[src/hw/rtl/ias_pkg.sv]
// Shared types and constants for the interval activity selector.
`timescale 1ns / 1ps
`default_nettype none
package ias_pkg;

  localparam int MAX_INTERVALS = 64;
  localparam int TIME_BITS     = 16;
  localparam int PORT_TIME_W   = 16;
  localparam int OUT_CNT_W     = 7;
  localparam int CNT_W         = $clog2(MAX_INTERVALS + 1);
  localparam int OUT_CNT_MAX   = (1 << OUT_CNT_W) - 1;

  typedef logic [TIME_BITS-1:0] time_t;

  typedef struct packed {
    logic  vld;
    time_t t_start;
    time_t t_end;
  } cell_t;

  typedef enum logic [1:0] {
    CELL_HOLD   = 2'd0,
    CELL_INSERT = 2'd1,
    CELL_SHIFT  = 2'd2
  } cell_mode_t;

  typedef enum logic [1:0] {
    ST_LOAD = 2'b01,
    ST_SCAN = 2'b10
  } state_t;

endpackage
`default_nettype wire

[src/hw/rtl/ias_cell.sv]
// One cell of the ordered interval chain: insert in place or shift toward the head.
`timescale 1ns / 1ps
`default_nettype none
module ias_cell
  import ias_pkg::*;
(
  input  wire logic       clk,
  input  wire logic       rst_n,
  input  wire cell_mode_t mode,
  input  wire time_t      new_start,
  input  wire time_t      new_end,
  input  wire cell_t      prev_cell,
  input  wire logic       prev_gt,
  input  wire cell_t      next_cell,
  output cell_t           cell_q,
  output logic            gt
);

  cell_t cell_r;
  cell_t cell_nxt;

  assign gt     = !cell_r.vld || (cell_r.t_end > new_end);
  assign cell_q = cell_r;

  always_comb begin
    cell_nxt = cell_r;
    unique case (mode)
      CELL_INSERT: begin
        if (prev_gt) begin
          cell_nxt = prev_cell;
        end else if (gt) begin
          cell_nxt.vld     = 1'b1;
          cell_nxt.t_start = new_start;
          cell_nxt.t_end   = new_end;
        end
      end
      CELL_SHIFT: cell_nxt = next_cell;
      default:    cell_nxt = cell_r;
    endcase
  end

  always_ff @(posedge clk) begin
    if (!rst_n) begin
      cell_r.vld <= 1'b0;
    end else begin
      cell_r.vld <= cell_nxt.vld;
    end
    cell_r.t_start <= cell_nxt.t_start;
    cell_r.t_end   <= cell_nxt.t_end;
  end

endmodule
`default_nettype wire

[config.mk]
export PLATFORM = sky130hd
export DESIGN_NAME = ias_cell
export DESIGN_NICKNAME = d
export VERILOG_FILES = /design/src/hw/rtl/ias_pkg.sv /design/src/hw/rtl/ias_cell.sv
export SDC_FILE = /design/constraint.sdc
export NUM_CORES = 1
export LEC_CHECK = 0
export ABC_CLOCK_PERIOD_IN_PS = 3430
export BUFFER_PORTS_ARGS = -buffer_cell sky130_fd_sc_hd__buf_2
export CORE_UTILIZATION = 38
export CTS_CLUSTER_DIAMETER = 150
export CTS_CLUSTER_SIZE = 10
export DETAILED_ROUTE_END_ITERATION = 8
export PLACE_DENSITY_LB_ADDON = 0.25
export SETUP_SLACK_MARGIN = 0.15
export SYNTH_ARGS = -nofsm -noshare
export SYNTH_HDL_FRONTEND = slang
export SYNTH_SLANG_ARGS = --single-unit
export TNS_END_PERCENT = 1
[constraint.sdc]
create_clock -name clk -period 3.43 [get_ports clk]
set_input_delay 0.5145 -clock clk [delete_from_list [all_inputs] [get_ports clk]]
set_output_delay 0.5145 -clock clk [all_outputs]
set_load 0.05 [all_outputs]
# == Yosys cells after proc, flatten, opt, wreduce, memory -nomap -nowiden ==
# Index checks and enable logic that the tools add are counted.
# totals
regBits,33
out_inout_bits,34
# classes
order_cmp,1
eq_ne,3
n_mux,3
reduce_logical,4
# ops
op,n
$mux 33,2
$pmux 33 s2,1
$gt 16x16->1,1
$ne 3x3->1 const B,1
$eq 2x1->1 const B,1
$eq 2x2->1 const B,1
$reduce_and 2->1,1
$reduce_bool 2->1,1
$logic_not 1->1,1
$logic_or 1x1->1,1

# == Longest topological paths before layout ==
# logic_depth
word_depth,5
mapped_depth,7
ltp_nobuf,7

# == Least setup slack after synthesis ==
# No wires, ideal clock.
# synth_path
path_kind,flip-flop to flip-flop
startpoint,register cell_r (netlist bit cell_q[15])
endpoint,"register cell_r (netlist bit cell_q[0]), enable pin"
setup_time_ps,430
arrival_time_ps,3181
t_required_ps,3000
setup_slack_ps,-181
path_stages_with_launch,6
path_buffers,0
cell_sequence,edfxtp_1 > ha_1 > nand4_2 > a2111oi_2 > nor4_1 > a21boi_1
# synth_via
elab_chain_len,4
# synth_lines
item,line,source
start: declaration,ias_cell.sv:19,cell_t cell_r;
$gt 16x16->1,ias_cell.sv:22,assign gt = !cell_r.vld || (cell_r.t_end > new_end);
$logic_or 1x1->1,ias_cell.sv:22,
$ne 3x3->1 (no source line),n/a,
$reduce_and 2->1 (no source line),n/a,
# Every way passes these cells.
# A chain may end at the register's enable or synchronous reset.

# == Worst setup path after layout ==
# layout_path
startpoint,register cell_r (netlist bit cell_q[1])
endpoint,output gt
# layout_via
elab_chain_len,2
# layout_lines
item,line,source
$gt 16x16->1,ias_cell.sv:22,
$logic_or 1x1->1,ias_cell.sv:22,
end: declaration,ias_cell.sv:16,output logic gt
# Every way passes these cells.

==> metrics.md <==
| Metric | Value |
|---|---|
| Pre-CTS setup slack | `0.595 ns` |
| EDFF count, synth | `32` |
| M3 GR Usage | `0.0587` |
| Grt peak-use layer | `met2` |
| Post-synth top area share | `0.454` |
| Core footprint | `5240 µm²` |
| CTS tree | `yes` |
| Placer Congestion | `0.730` |
| Starting DRT DRC Count | `74` |
| Leakage | `0.00151 µW` |
| Hold depth | `2` |
| Highest Clock Rate | `348 MHz` |
| Clock sink total | `33` |
| Final min period | `~2.9 ns` |
| Met1 Use GR | `0.213` |
| CP required | `2.92 ns` |
| Status | `complete, no violations` |
| Hold_buf cts | `0` |
| Vias per cell | `between 4 and 5` |
| Type of origin of the critical path | `register` |
| Syn_nets | `324` |
| Final Hold Fails | `0` |
| Post-route clock period utilization | `0.838` |
| Met2 usage | `0.324` |
| Sequential fraction of the synthesis area | `0.464` |
| Setup TNS | `0 ns` |
| Die height | `76.6 µm` |
| Setup WS post-layout | `0.557 ns` |
| DPL Wire Length | `4030 µm` |
| Largest net degree at the start of global routing | `between 40 and 50` |
| GRT overflow | `0` |
| Worst rel slew slack | `0.582` |
| Resized Gates After CTS | `0` |
| Port bufs | `between 100 and 150` |
| Worst r2r path cells | `6` |
| Seq cells post-synth | `33` |
| Area taken by multi-input logic gates | `1040 µm²` |
| CTS H-Tree Depth | `2` |
| Storage cell area | `981 µm²` |
| Worst Skew | `0.00599 ns` |
| First-pass GRT wire length | `8440 µm` |
| Crit Path Class | `reg -> out` |
| Post-Synthesis Cell Area | `2120 µm²` |
| Vias in the first global route | `1929` |
| Hold Crit Class | `in -> reg` |
| Largest register FFs | `33` |
| Cells after Synth | `205` |
| Fin Hold WS | `0.484 ns` |
| Reg2Reg Setup Slack | `approximately 0.89 ns` |
| Layout cells sized above 1 | `0.450` |
| PD cells | `433 nW/µm²` |
| Number of nets in the layout | `460` |
| Setup crit end kind | `output port` |
| Main area contributors after synthesis | `edfxtp_1 45%, mux2i_1 15%, ha_1 9.5%` |
| Skew-Pair Late Insertion Delay | `0.28 ns` |
| Vias | `1938` |
| CP Max Fanout | `2` |
| Slew @ Worst Pin | `~0.62 ns` |
| Ys flop type | `edfxtp_1` |
| Die X | `76.6 µm` |
| Synth Area per Inst | `10.3 µm²` |
| Filler instances | `477` |
| RSZ-0062 raised after global routing | `false` |
| Count of pins over their slew limit | `0` |
| Synth warn | `0` |
| Critical Path AT | `2.36 ns` |
| GRT Util Overall | `0.183` |
| Root Buffer | `clkbuf_8` |
| Max cap viols | `0` |
| Wire per inst | `12.2 µm` |
| Power, Total | `1300 µW` |
| TritonCTS buffer count | `5` |
| DRT antenna net count | `0` |
| Row count | `26` |
| Count of different cell masters after synthesis | `27` |
| Area growth syn-to-layout | `42.5%` |
| Clock Path Buffers | `2` |
| Initial antenna violation count | `0` |
| Post-synth ARST share | `0` |
| Antenna Cells | `0` |
| VDD IR-drop max | `between 0.0002 and 0.00025 V` |
| Num ports | `137` |
| Drt drc | `0` |
| DIE AREA | `~5900 µm²` |
| Final Setup Violations | `0` |
| Area leader, netlist | `edfxtp_1` |
| DR pass1 iterations | `3` |
| Worst-path clk slew | `0.07 ns` |
| WL final | `5040 µm` |
| Initial Util | `0.404` |
| # Post-CTS Setup Buffers | `0` |
==> through the flow <==
step | util | instance area (µm²) | cells
3_5_place_dp | 0.550 | 2880 | 404
2_1_floorplan | - | 2120 | 205
4_1_cts | 0.576 | 3020 | 412
3_3_place_gp | 0.550 | 2880 | 404
5_1_grt | 0.576 | 3020 | 412
6_report | 0.576 | 3020 | 412
==> path summary, 6_finish.rpt <==
kind | start | endpoint
worst min register to register | cell_q[32] | cell_q[32]
worst max register to register | cell_q[15] | cell_q[5]
worst min-delay path | rst_n | cell_q[32]
worst max-delay path | cell_q[1] | gt
==> critical path: stages (launching register included) <==
cell and delay, ns:
edfxtp_1 0.40, ha_1 0.31, nor2b_4 0.13, o211ai_2 0.16
a2111oi_2 0.09, nor4_1 0.57, o21ai_1 0.17, buf_2 0.24
==> report_power, final <==
| part | internal [µW] | switching, µW |
|---|---|---|
| sequential | 491 | 14.2 |
| combinational | 128 | 244 |
| clock | 289 | 140 |
==> cell usage after synthesis, types with 2 or more instances <==
cell type / instances
inv_1: 16
nand4_1: 3
nand3_1: 2
ha_1: 16
nor2b_1: 2
nand2_1: 34
a21oi_1: 7
nor4_1: 2
edfxtp_1: 32
o21ai_0: 33
mux2i_1: 32
clkbuf_1: 3
buf_2: 8
a21o_1: 2
==> final cells by class <==
class,instances,area share
repair buffers,140,0.236
multi-input cells,145,0.346
inverters,16,0.0199
clock inverters,3,0.0216
clock buffers,5,0.0228
flip-flops and latches,33,0.325
well taps,70,0.0290
==> cells in the final DEF, fill, tap and decap left out <==
cell type | Yosys | final
a2111oi_2 | 1 | 1
a211oi_1 | 1 | 1
a21boi_0 | 1 | 1
a21boi_4 | 0 | 1
a21o_1 | 2 | 2
a21oi_1 | 7 | 7
a22oi_1 | 1 | 1
buf_2 | 8 | 136
buf_4 | 0 | 4
bufinv_16 | 0 | 2
clkbuf_8 | 0 | 5
clkinv_2 | 0 | 1
dfxtp_1 | 1 | 1
edfxtp_1 | 32 | 32
ha_1 | 16 | 16
inv_1 | 16 | 16
mux2i_1 | 32 | 32
nand2_1 | 34 | 34
nand2b_1 | 1 | 1
nand3_1 | 2 | 2
nand4_1 | 3 | 3
nand4_2 | 1 | 1
nor2_1 | 1 | 1
nor2b_1 | 2 | 1
nor2b_4 | 1 | 2
nor3b_1 | 1 | 1
nor4_1 | 2 | 2
o211ai_2 | 1 | 1
o21ai_0 | 33 | 33
o21ai_1 | 1 | 1
==> cell families after synthesis <==
family	after synthesis	synth area share
AO/OA/AOI/OAI	49	0.131
AND/OR/NAND/NOR	48	0.106
flip-flops	33	0.464
multiplexers	32	0.151
buffers and inverters	27	0.0526
adder cells (fa/ha/maj)	16	0.0946
==> layer usage <==
metal  vias to the layer above  share of wire
li1                       1013              -
met1                       845           0.43
met2                        78           0.50
met3                         2          0.063
met4                         0         0.0046
met5                         -              0
No activity file was read; power rests on OpenSTA's default activity.
