## src/hw/rtl/ias_pkg.sv

```systemverilog
// Shared types and constants for the interval activity selector.
`timescale 1ns / 1ps
`default_nettype none
package ias_pkg;

  localparam int MAX_INTERVALS = 64;
  localparam int TIME_BITS     = 16;
  localparam int PORT_TIME_W   = 16;
  localparam int OUT_CNT_W     = 7;
  localparam int CNT_W         = $clog2(MAX_INTERVALS + 1);
  localparam int OUT_CNT_MAX   = (1 << OUT_CNT_W) - 1;

  typedef logic [TIME_BITS-1:0] time_t;

  typedef struct packed {
    logic  vld;
    time_t t_start;
    time_t t_end;
  } cell_t;

  typedef enum logic [1:0] {
    CELL_HOLD   = 2'd0,
    CELL_INSERT = 2'd1,
    CELL_SHIFT  = 2'd2
  } cell_mode_t;

  typedef enum logic [1:0] {
    ST_LOAD = 2'b01,
    ST_SCAN = 2'b10
  } state_t;

endpackage
`default_nettype wire

```

## src/hw/rtl/ias_scan.sv

```systemverilog
// Greedy earliest-finish scan over intervals leaving the head of the chain.
`timescale 1ns / 1ps
`default_nettype none
module ias_scan
  import ias_pkg::*;
(
  input  wire logic  clk,
  input  wire logic  rst_n,
  input  wire logic  step,
  input  wire logic  clr,
  input  wire cell_t head,
  output logic [CNT_W-1:0] picked
);

  logic             first_r;
  time_t            limit_r;
  logic [CNT_W-1:0] picked_r;

  assign picked = picked_r;

  always_ff @(posedge clk) begin
    if (!rst_n) begin
      first_r  <= 1'b1;
      picked_r <= '0;
    end else if (clr) begin
      first_r  <= 1'b1;
      picked_r <= '0;
    end else if (step && (first_r || head.t_start > limit_r)) begin
      first_r  <= 1'b0;
      picked_r <= picked_r + CNT_W'(1);
    end
  end

  always_ff @(posedge clk) begin
    if (step && (first_r || head.t_start > limit_r)) begin
      limit_r <= head.t_end;
    end
  end

endmodule
`default_nettype wire

```

## config.mk

```make
export PLATFORM = sky130hd
export DESIGN_NAME = ias_scan
export DESIGN_NICKNAME = d
export VERILOG_FILES = /design/src/hw/rtl/ias_pkg.sv /design/src/hw/rtl/ias_scan.sv
export SDC_FILE = /design/constraint.sdc
export NUM_CORES = 1
export LEC_CHECK = 0
export BUFFER_PORTS_ARGS = -buffer_cell sky130_fd_sc_hd__buf_4
export CORE_AREA = 2 2 74 76
export DETAILED_ROUTE_END_ITERATION = 7
export DIE_AREA = 0 0 76 78
export SKIP_LAST_GASP = 1
export SLEW_MARGIN = 20
export SYNTH_ARGS = -nofsm -noshare
export SYNTH_HDL_FRONTEND = slang
export SYNTH_SLANG_ARGS = --single-unit
```

## constraint.sdc

```tcl
create_clock -name clk -period 2.55 [get_ports clk]
set_clock_uncertainty 0.15 [all_clocks]
set_input_delay 0.1275 -clock clk [delete_from_list [all_inputs] [get_ports clk]]
set_output_delay 0.1275 -clock clk [all_outputs]
set_load 0.005 [all_outputs]
```

=== Word level (Yosys, flattened, before mapping) ===
Index checks and enable logic that the tools add are counted.

* $add $sub $neg: 1
* Multiply operators: 0
* Divide/modulo/power cells: 0
* Magnitude comparators: 1
* Equality and inequality tests: 0
* Shift operators: 0
* Mux-type cells: 0
* Bitwise operators: 1
* Reduce and logical (&&, ||, !) cells: 3

{| class="wikitable"
|+ Operator list
! kind !! number
|-
| 16-bit > comparator || 1
|-
| 7-bit by 1-bit adder with 7-bit output, second input constant || 1
|-
| 2-bit OR reduction || 1
|-
| 1-bit logical AND || 1
|-
| 1-bit logical OR || 1
|-
| 1-bit NOT || 1
|}

* Register bits after elaboration: 24
* Bits in latches: 0
* Memory bits (writable): 0
* ROM bits: 0
* Output and inout bits: 7
* Memories kept: 0

=== Depth between registers and ports, before layout ===
* Depth after elaboration: 3
* Depth in mapped cells: 9
* Depth with buffers taken out: 9

=== Worst setup path before layout ===
No wires, ideal clock.

* Path type: register to register
* Start point: reg limit_r[15]
* End point: reg picked_r[5], in the netlist picked[5]
* Data arrival time: 2.314 ns
* Required time: 2.284 ns
* Path slack: -0.030 ns
* Stages on the path, launching flop included: 10
* Buffers on the path: 0
* Cell sequence: edfxtp_1 > inv_1 > ha_1 > nand4_2 > or4_4 > a21o_1 > a21o_2 > inv_2 > a31oi_1 > a41o_1

* Word-level cells in the longest chain between the ends: 3

{| class="wikitable"
|+ RTL lines
! element !! RTL line !! text
|-
| start, declared || ias_scan.sv:16 || <nowiki>time_t limit_r;</nowiki>
|-
| start signal, assigned || ias_scan.sv:36 || <nowiki>limit_r <= head.t_end;</nowiki>
|-
| 16-bit > comparator || ias_scan.sv:28 || <nowiki>end else if (step && (first_r || head.t_start > limit_r)) begin</nowiki>
|-
| 1-bit logical OR || ias_scan.sv:28 ||
|-
| 1-bit logical AND || ias_scan.sv:28 ||
|-
| end signal, assigned || ias_scan.sv:30 || <nowiki>picked_r <= picked_r + CNT_W'(1);</nowiki>
|-
| end, declared || ias_scan.sv:17 || <nowiki>logic [CNT_W-1:0] picked_r;</nowiki>
|}

No other way between the ends.
A chain may end at the register's enable or synchronous reset.

=== Worst setup path in the final report ===
* Start point: reg limit_r[8]
* End point: reg picked_r[6], in the netlist picked[6]

Same word-level chain as after synthesis.

==> impl_metrics.py <==
metrics = {
    "synthesis": {
        "synthArstFlopShare_pct": 0,
        "postSynthCellCount": 115,
        "synth_top_flop_cell": "edfxtp_1",
        "synth_largest_area_cell": "edfxtp_1",
        "syn_area_um2": 1250,
        "netlist.area_leader.share_pct": 38.3,
        "ys_top_cells_by_area": "edfxtp_1, ha_1, dfxtp_1",
        "yosysSeqAreaShare_pct": 51.1,
        "avgSynthCellArea_um2": 10.9,
        "synth_nets": 169,
        "synth_commonest_cells": "ha_1, inv_1, edfxtp_1",
        "synth_seq_cells": 24,
        "synth_edf_count": 16,
        "ys_types": 30,
        "yosysWarnings": 0,
    },
    "drt": {
        "vias": 1066,
        "wire_per_inst_um": 10.6,
        "dr.pass1.iters": 4,
        "wl_mm": 2.69,
        "drc": 0,
        "drtIter0Drc": 48,
        "drtAntennaViolNets": 0,
        "viasPerCell": 4.21,
    },
    "critical_path": {
        "cpMostUsedCell": "or4_4",
        "crit_type": "reg2reg",
        "reg2regPathDepth": 8,
        "cpMaxStageDelayCell": "or4_4",
        "cp-start-kind": "flip-flop",
        "cp-endpoint": "picked[6]",
        "path_cells": "inv_1 > ha_1 > nand2_1 > or4_4 > a21o_1 > a21o_4 > or4_4 > o21ai_2",
        "crit_start": "limit_r[8]",
        "critical-path-max-stage-delay_ns": 0.55,
        "path_max_fanout": 5,
        "r2r-start": "limit_r[8]",
        "cp-end-kind": "flip-flop",
        "critPathRequiredTime_ns": 2.61,
        "rr_endpoint": "picked[6]",
        "rrSetupSlack_ns": 0.07,
        "crit_arrival_ns": 2.53,
    },
    "clocking": {
        "clock_path_buffers": 2,
        "cts_tree": "done",
        "cts_sinks": 24,
        "h-tree-depth": 1,
        "cts_root_buffer": "clkbuf_8",
        "clkLatencyLatePin_ns": 0.26,
        "clk_pin_slew_ns": 0.09,
        "cts_buffers": 3,
    },
    "die": {
        "ios": 44,
        "initial_core_util_pct": 24.9,
        "die_h_um": 78,
        "fp.coreArea_um2": 5040,
        "die_w_um": 76,
        "dieArea_um2": 5930,
        "fp-row-count": 26,
    },
    "timing": {
        "setup_viol": 0,
        "max_freq_ghz": 0.404,
        "fin_crit_ns": 2.48,
        "worstMarginPinSlew_ns": 0.508,
        "slew_viol_final": 0,
        "hold_viol": 0,
        "relSlewSlack_pct": 66.1,
        "fin_crit_sh_pct": 97.1,
        "rsz0062_at_grt": "true",
    },
    "global_route": {
        "grt_usage_pct": 9.67,
        "grt_pass1_vias": 1040,
        "grt_pass1_wl_mm": 4.64,
        "antenna_found_initial": 0,
        "grt_start_max_net_pins": 14,
        "grt_overflow": 0,
    },
    "placement": {
        "numPortBuffers": 42,
        "gp_congestion": 0.727,
        "place_inst": 230,
        "dp_hpwl_mm": 2.03,
    },
    "finish": {
        "post-route-util_pct": 39.9,
        "multi_input_area_um2": 624,
        "syn_to_final_growth_pct": 60.6,
        "layout.nets": 238,
        "seq_area_um2": 641,
        "finalNonFillerCells": 253,
        "drive_above_1_share_pct": 35.5,
        "diodes": 0,
        "num-fill-cells": 531,
    },
    "pwr": {
        "pwr_density_cell_nw_per_um2": 430,
        "ir_drop_mv": 0.200,
        "p_leak_nw": 0.897,
        "comb_power_share_pct": 19.2,
        "p_sw_share_pct": 22.5,
        "pwr-share-seq_pct": 50.9,
        "switchingPower_mw": 0.195,
        "cell_internal_pwr_mw": 0.671,
        "clockPowerShare_pct": 29.9,
    },
    "hold_path": {
        "min_path_type": "in2reg",
    },
    "job": {
        "cap_violations": 0,
    },
    "run_status": {
        "outcome": "finished, final reports clean",
    },
}
[critical path: cells and delay by family (launching register included)]
| family | cells | cell delay (ns) |
|---|---|---|
| simple gates | 3 | 1.13 |
| compound gates | 3 | 0.48 |
| flops | 1 | 0.35 |
| fa+ha+maj | 1 | 0.27 |
| buf+inv | 1 | 0.05 |
[what timing repair did]
| item | CTS | global route |
|---|---|---|
| hold buffers | 17 | 0 |
| buffers inserted | 0 | 2 |
| resized for setup | 2 | 8 |
| hold endpoints to repair | 17 | 0 |
| cloned | 0 | 0 |
| pin swaps | 1 | 2 |
| endpoints found under the setup margin | 2 | 20 |
[registers in the layout, summed over array words and instances (netlist names)]
signal / cells
limit_r: 16
picked: 7
first_r: 1
[placed cells by master, fill, tap and decap left out]
master         count
or4_1              1
buf_12             1
nand4_2            1
nand2b_1           1
edfxtp_1          16
and2_1             1
inv_4              1
nor3_1             2
o211ai_1           2
inv_2              1
nor2_1             5
buf_4             46
and3_1             1
o31ai_1            1
nand2_1            9
or4_4              2
a31o_2             1
o21ai_2            1
a31oi_1            1
a21o_4             1
ha_4               5
clkbuf_8           4
nand2_2            1
a41o_1             1
ha_1              12
nand3_1            2
o21ai_0            3
a211oi_1           3
a21o_1             1
o221ai_1           1
dlygate4sd3_1     17
inv_1             16
xnor2_1            2
a21oi_1            7
nor2b_1            2
dfxtp_1            8
nand4_1            3
[cells by family (layout without fill, tap and decap cells)]
group                      count (synthesis)  after routing  synth area share [%]
adders and majority gates                 17             17                  17.0
DFF                                       24             24                  51.1
and+or+nand+nor                           31             31                  13.2
buffers and inverters                     18             86                  5.39
AOI/OAI and AO/OA                         23             23                  12.0
xor gates and xnor gates                   2              2                  1.40
[metal layers]
layer	vias to the layer above	share of wire [%]	global-route usage [%]
met4	0	0.82	2.73
li1	553	-	-
met1	476	45	12.1
met5	-	0	0
met2	33	47	16.4
met3	4	6.5	2.56
[power by group through the flow]
stage	sequential, mW	combinational, mW	clock, mW
floorplan	0.449	0.0620	0
global placement	0.450	0.128	0
detailed placement	0.450	0.131	0
CTS	0.441	0.156	0.270
global route	0.444	0.188	0.281
finish	0.441	0.166	0.259
[area by class of cell]
| class | count | share of cell area, % |
|---|---|---|
| Tap cell | 70 | 4.35 |
| Timing Repair Buffer | 64 | 26.6 |
| Inverter | 18 | 3.48 |
| Sequential cell | 24 | 31.8 |
| Clock buffer | 4 | 2.73 |
| Multi-Input combinational cell | 73 | 31.0 |
[how the worst min path moves through the flow]
stage	endpoint	start	cells after the start
finish	first_r	clr	3
global route	first_r	clr	3
CTS	first_r	clr	3
detailed placement	limit_r[8]	head[8]	1
global placement	limit_r[5]	head[5]	1
floorplan	limit_r[0]	head[0]	0
[stage by stage]
stage	hold WS, ns	setup TNS (ns)	power (mW)	cell area (µm²)	worst slack [ns]
finish	0.0352	0	0.866	2010	0.0741
global placement	0.158	0	0.578	1690	0.00878
detailed placement	0.157	-0.0348	0.581	1690	-0.0230
global route	0.0532	-0.0271	0.913	2010	-0.00455
floorplan	0.0764	0	0.511	1260	0.0440
CTS	0.0324	0	0.868	1940	0.00576
Power figures use the tool's default switching activity.
